--- config.mk ---
export PLATFORM = sky130hd
export DESIGN_NAME = scalar_kalman_filter
export DESIGN_NICKNAME = d
export VERILOG_FILES = /design/src/skf_pkg.sv /design/src/scalar_kalman_filter.sv /design/src/skf_ctrl.sv /design/src/skf_datapath.sv
export SDC_FILE = /design/constraint.sdc
export NUM_CORES = 2
export LEC_CHECK = 0
export CORE_MARGIN = 2
export CORE_UTILIZATION = 60
export CTS_CLUSTER_DIAMETER = 50
export DETAILED_ROUTE_END_ITERATION = 8
export DONT_BUFFER_PORTS = 1
export GPL_TIMING_DRIVEN = 0
export PLACE_DENSITY = 0.87
export SETUP_SLACK_MARGIN = 0.2
export SYNTH_ARGS = -nofsm -noshare
export SYNTH_HDL_FRONTEND = slang
export SYNTH_SLANG_ARGS = --single-unit
--- constraint.sdc ---
create_clock -name clk -period 10.1 [get_ports clk]
set_input_delay 2.02 -clock clk [delete_from_list [all_inputs] [get_ports clk]]
set_output_delay 2.02 -clock clk [all_outputs]
set_load 0.1 [all_outputs]
--- src/skf_pkg.sv ---
`default_nettype none

package skf_pkg;

	localparam int FRAC_BITS       = 16;
	localparam int VALUE_WIDTH     = 32;
	localparam int GAIN_BITS       = 16;
	localparam int DIFF_WIDTH      = VALUE_WIDTH + 1;
	localparam int GAIN_WIDTH      = GAIN_BITS + 1;
	localparam int PROD_WIDTH      = DIFF_WIDTH + GAIN_WIDTH;
	localparam int DIV_CNT_WIDTH   = $clog2(GAIN_BITS);
	localparam int CFG_INDEX_WIDTH = 8;

	localparam logic [CFG_INDEX_WIDTH-1:0] REG_PROCESS_NOISE     = CFG_INDEX_WIDTH'(0);
	localparam logic [CFG_INDEX_WIDTH-1:0] REG_MEASUREMENT_NOISE = CFG_INDEX_WIDTH'(1);

	localparam logic [VALUE_WIDTH-1:0] Q_RESET   = VALUE_WIDTH'(655);
	localparam logic [VALUE_WIDTH-1:0] R_RESET   = VALUE_WIDTH'(65536);
	localparam logic [VALUE_WIDTH-1:0] COV_ONE   = VALUE_WIDTH'(64'd1 << FRAC_BITS);
	localparam logic [GAIN_WIDTH-1:0]  GAIN_ONE  = {1'b1, {GAIN_BITS{1'b0}}};
	localparam logic [DIV_CNT_WIDTH-1:0] DIV_LAST = DIV_CNT_WIDTH'(GAIN_BITS - 1);

	typedef enum logic [6:0] {
		S_IDLE = 7'b0000001,
		S_PRED = 7'b0000010,
		S_DEN  = 7'b0000100,
		S_DIV  = 7'b0001000,
		S_MULE = 7'b0010000,
		S_MULC = 7'b0100000,
		S_OUT  = 7'b1000000
	} state_t;

	typedef struct packed {
		logic load;
		logic pred;
		logic den;
		logic div_step;
		logic mul_est;
		logic mul_cov;
		logic finish;
	} cmd_t;

endpackage

`default_nettype wire

--- src/scalar_kalman_filter.sv ---
// One-dimensional Kalman filter with a constant-state model, Q16.16 fixed point.
// Sample channel: sample_valid/sample_ready carry one signed Q16.16 sample per
// request. Estimate channel: estimate_valid/estimate_ready return one filtered
// signed Q16.16 estimate per sample, in order.
// Config channel: cfg_valid/cfg_ready (always ready) write cfg_data to register
// cfg_index: 0 is process noise q, 1 is measurement noise r (unsigned Q16.16).
// Other indexes are ignored. Write only while the filter is idle.
// The gain comes from a restoring divider that yields one quotient bit per cycle,
// followed by two multiplications into one shared product register. A new sample
// is accepted only when the filter is idle, once the previous one has finished.
// A finished estimate sits in an output register, so the next sample is taken
// while it waits; if the receiver stalls, the following result holds in its
// final step until the output register frees up.
// Reset: estimate 0, covariance 1.0, q = 655, r = 1.0, no result pending.
`default_nettype none

module scalar_kalman_filter (
	input  wire logic                                      clk,
	input  wire logic                                      arst_n,
	input  wire logic                                      sample_valid,
	output logic                                           sample_ready,
	input  wire logic signed [skf_pkg::VALUE_WIDTH-1:0]    sample,
	output logic                                           estimate_valid,
	input  wire logic                                      estimate_ready,
	output logic signed [skf_pkg::VALUE_WIDTH-1:0]         estimate,
	input  wire logic                                      cfg_valid,
	output logic                                           cfg_ready,
	input  wire logic [skf_pkg::CFG_INDEX_WIDTH-1:0]       cfg_index,
	input  wire logic [skf_pkg::VALUE_WIDTH-1:0]           cfg_data
);

	skf_pkg::cmd_t cmd;

	assign cfg_ready = 1'b1;

	skf_ctrl u_ctrl (
		.clk            (clk),
		.arst_n         (arst_n),
		.sample_valid   (sample_valid),
		.sample_ready   (sample_ready),
		.estimate_valid (estimate_valid),
		.estimate_ready (estimate_ready),
		.cmd            (cmd)
	);

	skf_datapath u_datapath (
		.clk       (clk),
		.arst_n    (arst_n),
		.cmd       (cmd),
		.sample    (sample),
		.cfg_we    (cfg_valid),
		.cfg_index (cfg_index),
		.cfg_data  (cfg_data),
		.estimate  (estimate)
	);

endmodule

`default_nettype wire

--- src/skf_ctrl.sv ---
`default_nettype none

module skf_ctrl (
	input  wire logic          clk,
	input  wire logic          arst_n,
	input  wire logic          sample_valid,
	output logic               sample_ready,
	output logic               estimate_valid,
	input  wire logic          estimate_ready,
	output skf_pkg::cmd_t      cmd
);

	skf_pkg::state_t state_q, state_d;
	logic [skf_pkg::DIV_CNT_WIDTH-1:0] cnt_q;
	logic valid_q;
	logic out_free;

	assign out_free       = !valid_q || estimate_ready;
	assign sample_ready   = (state_q == skf_pkg::S_IDLE);
	assign estimate_valid = valid_q;

	always_comb begin
		state_d      = state_q;
		cmd          = '0;
		case (state_q)
			skf_pkg::S_IDLE: begin
				if (sample_valid) begin
					cmd.load = 1'b1;
					state_d  = skf_pkg::S_PRED;
				end
			end
			skf_pkg::S_PRED: begin
				cmd.pred = 1'b1;
				state_d  = skf_pkg::S_DEN;
			end
			skf_pkg::S_DEN: begin
				cmd.den = 1'b1;
				state_d = skf_pkg::S_DIV;
			end
			skf_pkg::S_DIV: begin
				cmd.div_step = 1'b1;
				if (cnt_q == skf_pkg::DIV_LAST) begin
					state_d = skf_pkg::S_MULE;
				end
			end
			skf_pkg::S_MULE: begin
				cmd.mul_est = 1'b1;
				state_d     = skf_pkg::S_MULC;
			end
			skf_pkg::S_MULC: begin
				cmd.mul_cov = 1'b1;
				state_d     = skf_pkg::S_OUT;
			end
			skf_pkg::S_OUT: begin
				if (out_free) begin
					cmd.finish = 1'b1;
					state_d    = skf_pkg::S_IDLE;
				end
			end
			default: begin
				state_d = skf_pkg::S_IDLE;
			end
		endcase
	end

	always_ff @(posedge clk or negedge arst_n) begin
		if (!arst_n) begin
			state_q <= skf_pkg::S_IDLE;
			cnt_q   <= '0;
			valid_q <= 1'b0;
		end else begin
			state_q <= state_d;
			if (cmd.den) begin
				cnt_q <= '0;
			end else if (cmd.div_step) begin
				cnt_q <= cnt_q + 1'b1;
			end
			if (cmd.finish) begin
				valid_q <= 1'b1;
			end else if (estimate_ready) begin
				valid_q <= 1'b0;
			end
		end
	end

endmodule

`default_nettype wire

--- src/skf_datapath.sv ---
`default_nettype none

module skf_datapath (
	input  wire logic                                  clk,
	input  wire logic                                  arst_n,
	input  wire skf_pkg::cmd_t                         cmd,
	input  wire logic signed [skf_pkg::VALUE_WIDTH-1:0] sample,
	input  wire logic                                  cfg_we,
	input  wire logic [skf_pkg::CFG_INDEX_WIDTH-1:0]   cfg_index,
	input  wire logic [skf_pkg::VALUE_WIDTH-1:0]       cfg_data,
	output logic signed [skf_pkg::VALUE_WIDTH-1:0]     estimate
);

	localparam int VW = skf_pkg::VALUE_WIDTH;
	localparam int DW = skf_pkg::DIFF_WIDTH;
	localparam int GW = skf_pkg::GAIN_WIDTH;
	localparam int GB = skf_pkg::GAIN_BITS;
	localparam int PW = skf_pkg::PROD_WIDTH;

	logic [VW-1:0] q_q, r_q;
	logic [VW-1:0] est_q;
	logic [VW-1:0] cov_q;
	logic [VW-1:0] smp_q;
	logic [VW-1:0] pmid_q;
	logic [DW-1:0] den_q;
	logic [DW-1:0] rem_q;
	logic [GB-1:0] quo_q;
	logic [DW-1:0] mag_q;
	logic          neg_q;
	logic [PW-1:0] prod_q;
	logic [VW-1:0] out_q;

	logic [DW-1:0] pmid_sum;
	logic [VW-1:0] pmid_sat;
	logic [DW-1:0] diff;
	logic [DW-1:0] diff_mag;
	logic [DW:0]   rem_sh;
	logic          rem_ge;
	logic [DW:0]   rem_sub;
	logic [GW-1:0] gain;
	logic [GW-1:0] cov_factor;
	logic [DW-1:0] step;
	logic [DW-1:0] est_ext;
	logic [DW-1:0] est_next;

	always_comb begin
		pmid_sum   = {1'b0, cov_q} + {1'b0, q_q};
		pmid_sat   = pmid_sum[VW] ? '1 : pmid_sum[VW-1:0];
		diff       = {smp_q[VW-1], smp_q} - {est_q[VW-1], est_q};
		diff_mag   = diff[DW-1] ? (DW'(0) - diff) : diff;
		rem_sh     = {rem_q, 1'b0};
		rem_ge     = (rem_sh >= {1'b0, den_q});
		rem_sub    = rem_sh - {1'b0, den_q};
		gain       = (r_q == '0) ? skf_pkg::GAIN_ONE : {1'b0, quo_q};
		cov_factor = skf_pkg::GAIN_ONE - gain;
		step       = prod_q[GB +: DW];
		est_ext    = {est_q[VW-1], est_q};
		est_next   = neg_q ? (est_ext - step) : (est_ext + step);
	end

	always_ff @(posedge clk or negedge arst_n) begin
		if (!arst_n) begin
			q_q   <= skf_pkg::Q_RESET;
			r_q   <= skf_pkg::R_RESET;
			est_q <= '0;
			cov_q <= skf_pkg::COV_ONE;
		end else begin
			if (cfg_we && (cfg_index == skf_pkg::REG_PROCESS_NOISE)) begin
				q_q <= cfg_data;
			end
			if (cfg_we && (cfg_index == skf_pkg::REG_MEASUREMENT_NOISE)) begin
				r_q <= cfg_data;
			end
			if (cmd.mul_cov) begin
				est_q <= est_next[VW-1:0];
			end
			if (cmd.finish) begin
				cov_q <= prod_q[GB +: VW];
			end
		end
	end

	always_ff @(posedge clk) begin
		if (cmd.load) begin
			smp_q <= sample;
		end
		if (cmd.pred) begin
			pmid_q <= pmid_sat;
			mag_q  <= diff_mag;
			neg_q  <= diff[DW-1];
		end
		if (cmd.den) begin
			den_q <= {1'b0, pmid_q} + {1'b0, r_q};
			rem_q <= {1'b0, pmid_q};
			quo_q <= '0;
		end
		if (cmd.div_step) begin
			rem_q <= rem_ge ? rem_sub[DW-1:0] : rem_sh[DW-1:0];
			quo_q <= {quo_q[GB-2:0], rem_ge};
		end
		if (cmd.mul_est) begin
			prod_q <= PW'(mag_q) * PW'(gain);
		end
		if (cmd.mul_cov) begin
			prod_q <= PW'(pmid_q) * PW'(cov_factor);
		end
		if (cmd.finish) begin
			out_q <= est_q;
		end
	end

	assign estimate = out_q;

endmodule

`default_nettype wire
# Word-level counts from Yosys, hierarchy flattened
# Index checks and enable logic that the tools add are counted.
# totals
latchBits	0
rom_bits	0
memories	0
regBits	400
ramBits	0
inputBits	77
output_inout_bits	35
wordCells	78
# classes
div_mod_pow	0
n_reduce_logical	10
n_addsub	9
bitwise	0
shifts	0
eq_ne	12
n_mux	27
multipliers	2
magnitude_cmp	1
# ops
cell	n
$mux 33	3
$mux 48	2
$add 32x32->33	2
$mux 32	2
$pmux 7 s7	1
$mul 32x17->48	1
$mul 33x17->48	1
$ge 34x33->1	1
$sub 1x33->33 const A	1
$sub 32x32->33	1
$sub 33x33->33	1
$add 32x32->32	1
$logic_not 32->1	1
$mux 16	2
$sub 32x32->32	1
$mux 7	3
$mux 17	1
$sub 17x17->17 const A	1
$mux 1	11
$eq 8x1->1 const B	1
$logic_not 8->1	1
$mux 4	2
$eq 7x1->1 const B	1
$eq 7x2->1 const B	1
14 further kinds	18

# Logic depth before layout (Yosys ltp)
# depth
ltp_word	5
mapped_depth	39
mapped_depth_nobuf	34

# By module
# Synthesis repeated with hierarchy kept, for this count alone.
# unflattened
cells_unflattened	6283
hier_area_um2	57565.2
# modules_own_cells
module	area_each_um2	cells_each	instances	seq_area_each_um2
skf_datapath	56753.2	6200	1	10540.1
skf_ctrl	800.8	81	1	301.5
scalar_kalman_filter	11.3	2	1	0.0

# Least setup slack after synthesis
# No wires, ideal clock.
# synth_path
path_type	register to register
from	reg u_datapath.r_q[17]
to	reg u_datapath.prod_q[43], data pin
path_stages_with_launch	36
n_path_buf	5
arrival_time_ps	8956
setup_time_ps	257
required_time_ps	9843
path_slack_ps	887
period_less_slack_ps	9213
cell_sequence	dfrtp_1 -> nor4_1 -> nand4_1 -> nor2_1 -> clkbuf_1 -> nor2b_1 -> clkbuf_1 -> clkbuf_1 -> inv_1 -> ha_1 -> clkbuf_1 -> o21ai_0 -> or3_1 -> o41ai_1 -> clkbuf_1 -> and2_1 -> fa_1 -> fa_1 -> fa_1 -> fa_1 -> fa_1 -> inv_1 -> fa_1 -> inv_1 -> ha_1 -> a21o_1 -> a21o_1 -> a21oi_1 -> o21ai_0 -> a31o_2 -> a211oi_1 -> a21oi_1 -> and3_1 -> nor3_1 -> nand3b_1 -> a32o_1
# synth_via
elab_chain_len	5
elab_cells_between_ends	7
cone_classes	1 x add/sub; 2 x mul; 3 x mux; 1 x reduce/logical
# synth_lines
element	line_no	rtl
start, declared	skf_datapath.sv:20	logic [VW-1:0] q_q, r_q;
start signal, assigned	skf_datapath.sv:64	r_q <= skf_pkg::R_RESET;
start signal, assigned	skf_datapath.sv:72	r_q <= cfg_data;
$logic_not 32->1 *	skf_datapath.sv:54	gain = (r_q == '0) ? skf_pkg::GAIN_ONE : {1'b0, quo_q};
$mux 17 *	skf_datapath.sv:54	
$sub 17x17->17 or $mul 33x17->48 (tied branches)	skf_datapath.sv:55, skf_datapath.sv:102	
$mul 32x17->48 or $mux 48 (tied branches)	skf_datapath.sv:105, skf_datapath.sv:101	
$mux 48 *	skf_datapath.sv:104	if (cmd.mul_cov) begin
end signal, assigned	skf_datapath.sv:102	prod_q <= PW'(mag_q) * PW'(gain);
end signal, assigned	skf_datapath.sv:105	prod_q <= PW'(pmid_q) * PW'(cov_factor);
end, declared	skf_datapath.sv:30	logic [PW-1:0] prod_q;
# Every way passes the cells marked *; elsewhere a longest branch is shown, timed or not. The select of a mux whose other input is x is not followed.
# A chain may end at the register's enable or synchronous reset.

# Final worst setup path
# layout_path
from	reg u_datapath.r_q[0]
to	reg u_datapath.prod_q[43], data pin
# Same word-level chain as after synthesis.

==> impl_metrics.env <==
export IMPL_drtAntennaViolNets=0
export IMPL_crit_end="u_datapath.prod_q[43]"
export IMPL_r2r_worst_path_cells=37
export IMPL_worstReg2RegEnd="u_datapath.prod_q[43]"
export IMPL_syn_instance_count=6175
export IMPL_crit_type="flop to flop"
export IMPL_fmax_mhz=103
export IMPL_post_route_period_util_pct=96.2
export IMPL_crit_fanout=10
export IMPL_antenna_found_initial=15
export IMPL_yosysWarnings=0
export IMPL_maxSlewViolCount=0
export IMPL_place_gp_congestion=1.00
export IMPL_vias_per_cell=6.06
export IMPL_clockRootBuffer="clkbuf_16"
export IMPL_insertion_delay_ns=0.68
export IMPL_grtUsageTotal_pct=36.1
export IMPL_clk_pin_slew_ns=0.06
export IMPL_cp_startpoint="u_datapath.r_q[0]"
export IMPL_async_flop_share_pct=36.5
export IMPL_period_minus_slack_ns=9.72
export IMPL_synth_cell_types=85
export IMPL_syn2layout_area_growth_pct=7.49
export IMPL_overflow=0
export IMPL_layout_nets=7642
export IMPL_ys_seq_area_share_pct=19.3
export IMPL_hold_violations=0
export IMPL_final_cell_mix="inv_1, nand2_1, fa_1"
export IMPL_die_area_um2=96300
export IMPL_cts_sinks=384
export IMPL_dpl_cell_area_um2=58000
export IMPL_status="complete, but fails checks"
export IMPL_wl_um=170000
export IMPL_failed_checks="DRC, capacitance limit"
export IMPL_synth_edf_count=244
export IMPL_drive_gt1_share_pct=4.93
export IMPL_crit_path_start_kind="flop"
export IMPL_worstMarginPinSlew_ns=1.48
export IMPL_drtIter0Drc=5458
export IMPL_cts_tree="yes"
export IMPL_clock_path_buffers=3
export IMPL_drcViolationCount=1
export IMPL_htree_num_levels=2
export IMPL_holdCritPathClass="flop to flop"
export IMPL_ios=112
export IMPL_synth_area_um2=56300
export IMPL_setup_viol=0
export IMPL_r2r_setup_slack_ns=0.38
export IMPL_vias=45912
export IMPL_critical_path_max_stage_delay_ns=0.56
export IMPL_dr_pass1_iters=9
export IMPL_slowest_stage="fa_1"
export IMPL_portBuffers=0
export IMPL_cp_common_cell="fa_1"
export IMPL_grt_pass1_vias=47023
export IMPL_dp_hpwl_um=136000
export IMPL_final_common_cell="inv_1"
export IMPL_syn_nets=7556
export IMPL_syn_avg_cell_area_um2=9.11
export IMPL_clock_skew_ns=0.0258
export IMPL_die_w_um=310
export IMPL_wl_per_cell_um=22.4
export IMPL_ys_ff_latch=384
export IMPL_fin_area_um2=60500
export IMPL_die_y_um=310
export IMPL_ys_flop_type="edfxtp_1"
export IMPL_initial_core_util_pct=60.4
export IMPL_crit_path_end_kind="flop"
export IMPL_grt_pass1_wl_um=261000
export IMPL_core_area_um2=93200
export IMPL_r2r_start="u_datapath.r_q[0]"
export IMPL_grt_max_degree=141
export IMPL_rows=112
export IMPL_cts_buffers=59
export IMPL_slew_headroom_pct=0.233
export IMPL_required_ns=10.51
export IMPL_drv_cap=1
export IMPL_rsz0062_at_grt="no"
export IMPL_critPathArrivalTime_ns=10.13
## layer usage
| layer | global-route usage, % | wire length, um | vias up |
|---|---|---|---|
| met5 | 2.68 | 291 | - |
| met4 | 21.3 | 12600 | 10 |
| met3 | 13.4 | 25300 | 838 |
| met2 | 53.6 | 72400 | 3104 |
| met1 | 45.0 | 59300 | 22456 |
| li1 | - | - | 19504 |
## Yosys cell counts, drive strengths merged (6+ instances only)
cell type / instances / area share (%)
a211o: 7 / 0.11
a211oi: 31 / 0.41
a21o: 100 / 1.3
a21oi: 231 / 2.1
a311oi: 7 / 0.11
a31oi: 18 / 0.20
a41o: 6 / 0.11
and2: 310 / 3.4
and3: 25 / 0.28
buf: 37 / 0.26
clkbuf: 251 / 1.7
dfrtp: 131 / 5.8
dfstp: 9 / 0.42
edfxtp: 244 / 13
fa: 912 / 32
ha: 392 / 8.7
inv: 1154 / 7.7
mux2: 63 / 1.3
mux2i: 14 / 0.25
nand2: 1110 / 7.4
nand2b: 37 / 0.41
nand3: 55 / 0.49
nand3b: 8 / 0.11
nand4: 21 / 0.23
nor2: 172 / 1.1
nor2b: 47 / 0.52
nor3: 60 / 0.56
nor3b: 8 / 0.11
nor4: 28 / 0.35
nor4b: 6 / 0.10
o211ai: 10 / 0.13
o21a: 38 / 0.51
o21ai: 201 / 1.8
o21bai: 18 / 0.24
o31ai: 28 / 0.37
o41ai: 6 / 0.12
or2: 13 / 0.14
or3: 32 / 0.37
xnor2: 168 / 2.6
xor2: 83 / 1.3
## critical path, delay by kind of cell, from the launching register on
family                     cells  cell delay, ns
AOI/OAI and AO/OA             10            1.88
adders and majority gates      8            3.42
buffers and inverters         10            1.86
DFF                            1            0.46
and+or+nand+nor                9            1.80
## worst min path at each step
stage                                    start                      end  slack [ns]  cells past startpoint
after floorplan           u_datapath.est_q[31]  u_datapath.estimate[31]        0.42                      0
after global placement    u_datapath.est_q[31]  u_datapath.estimate[31]        0.45                      0
after detailed placement  u_datapath.est_q[31]  u_datapath.estimate[31]        0.44                      0
after CTS                 u_datapath.est_q[31]  u_datapath.estimate[31]        0.47                      0
after global routing      u_datapath.est_q[31]  u_datapath.estimate[31]        0.49                      0
final                      u_datapath.est_q[2]   u_datapath.estimate[2]        0.49                      0
## cell families after synthesis
group                    count (synthesis)  share of synthesized area [%]
other                                    1                        0.00666
AND/OR/NAND/NOR                       1950                           16.0
AO/OA/AOI/OAI                          765                           8.54
flip-flops                             384                           19.3
multiplexers                            77                           1.51
adder cells (fa/ha/maj)               1304                           41.2
XOR/XNOR                               251                           3.91
buffers and inverters                 1443                           9.64
## sequential cells by signal (all words and copies together) (netlist names)
| signal | cells |
|---|---|
| u_datapath.rem_q | 33 |
| u_ctrl.state_q | 7 |
| u_datapath.estimate | 32 |
| u_datapath.r_q | 32 |
| u_ctrl.cnt_q | 4 |
| u_datapath.mag_q | 33 |
| u_datapath.cov_q | 32 |
| u_datapath.smp_q | 32 |
| u_datapath.q_q | 32 |
| u_datapath.prod_q | 32 |
| u_datapath.pmid_q | 32 |
| u_ctrl.estimate_valid | 1 |
| u_datapath.est_q | 32 |
| u_datapath.den_q | 33 |
| u_datapath.quo_q | 16 |
| u_datapath.neg_q | 1 |
## repair_timing
action,CTS,global route
setup endpoints to repair,32,23
pin swaps,2,7
endpoints found under the hold margin,0,0
cloned,0,0
setup buffers,2,10
hold buffers,0,0
gates resized for setup,50,85
## through the flow
stage	worst slack (ns)	cells	setup TNS (ns)	hold WS [ns]	utilization [%]
2_1_floorplan	0.887	6175	0	0.425	-
3_3_place_gp	-2.54	7429	-213.04	0.454	62.1
3_5_place_dp	-1.70	7442	-38.84	0.439	62.3
4_1_cts	0.204	7555	0	0.474	64.7
5_1_grt	0.127	7569	0	0.493	64.9
6_report	0.380	7572	0	0.487	64.9
## area by class of cell
type / count / area (um^2)
multi-input cells: 4348 / 40300
well taps: 1254 / 1570
inverters: 1155 / 4340
diodes: 7 / 17.5
clock buffers: 66 / 1580
flip-flops and latches: 384 / 10800
clock inverters: 45 / 449
repair buffers: 25 / 244
plain buffers: 288 / 1190
fillers: 7073 / 32700
Power is left out: the tool's default activity adds up to more than one toggle a clock period on the data nets, which glitch-free logic cannot reach.
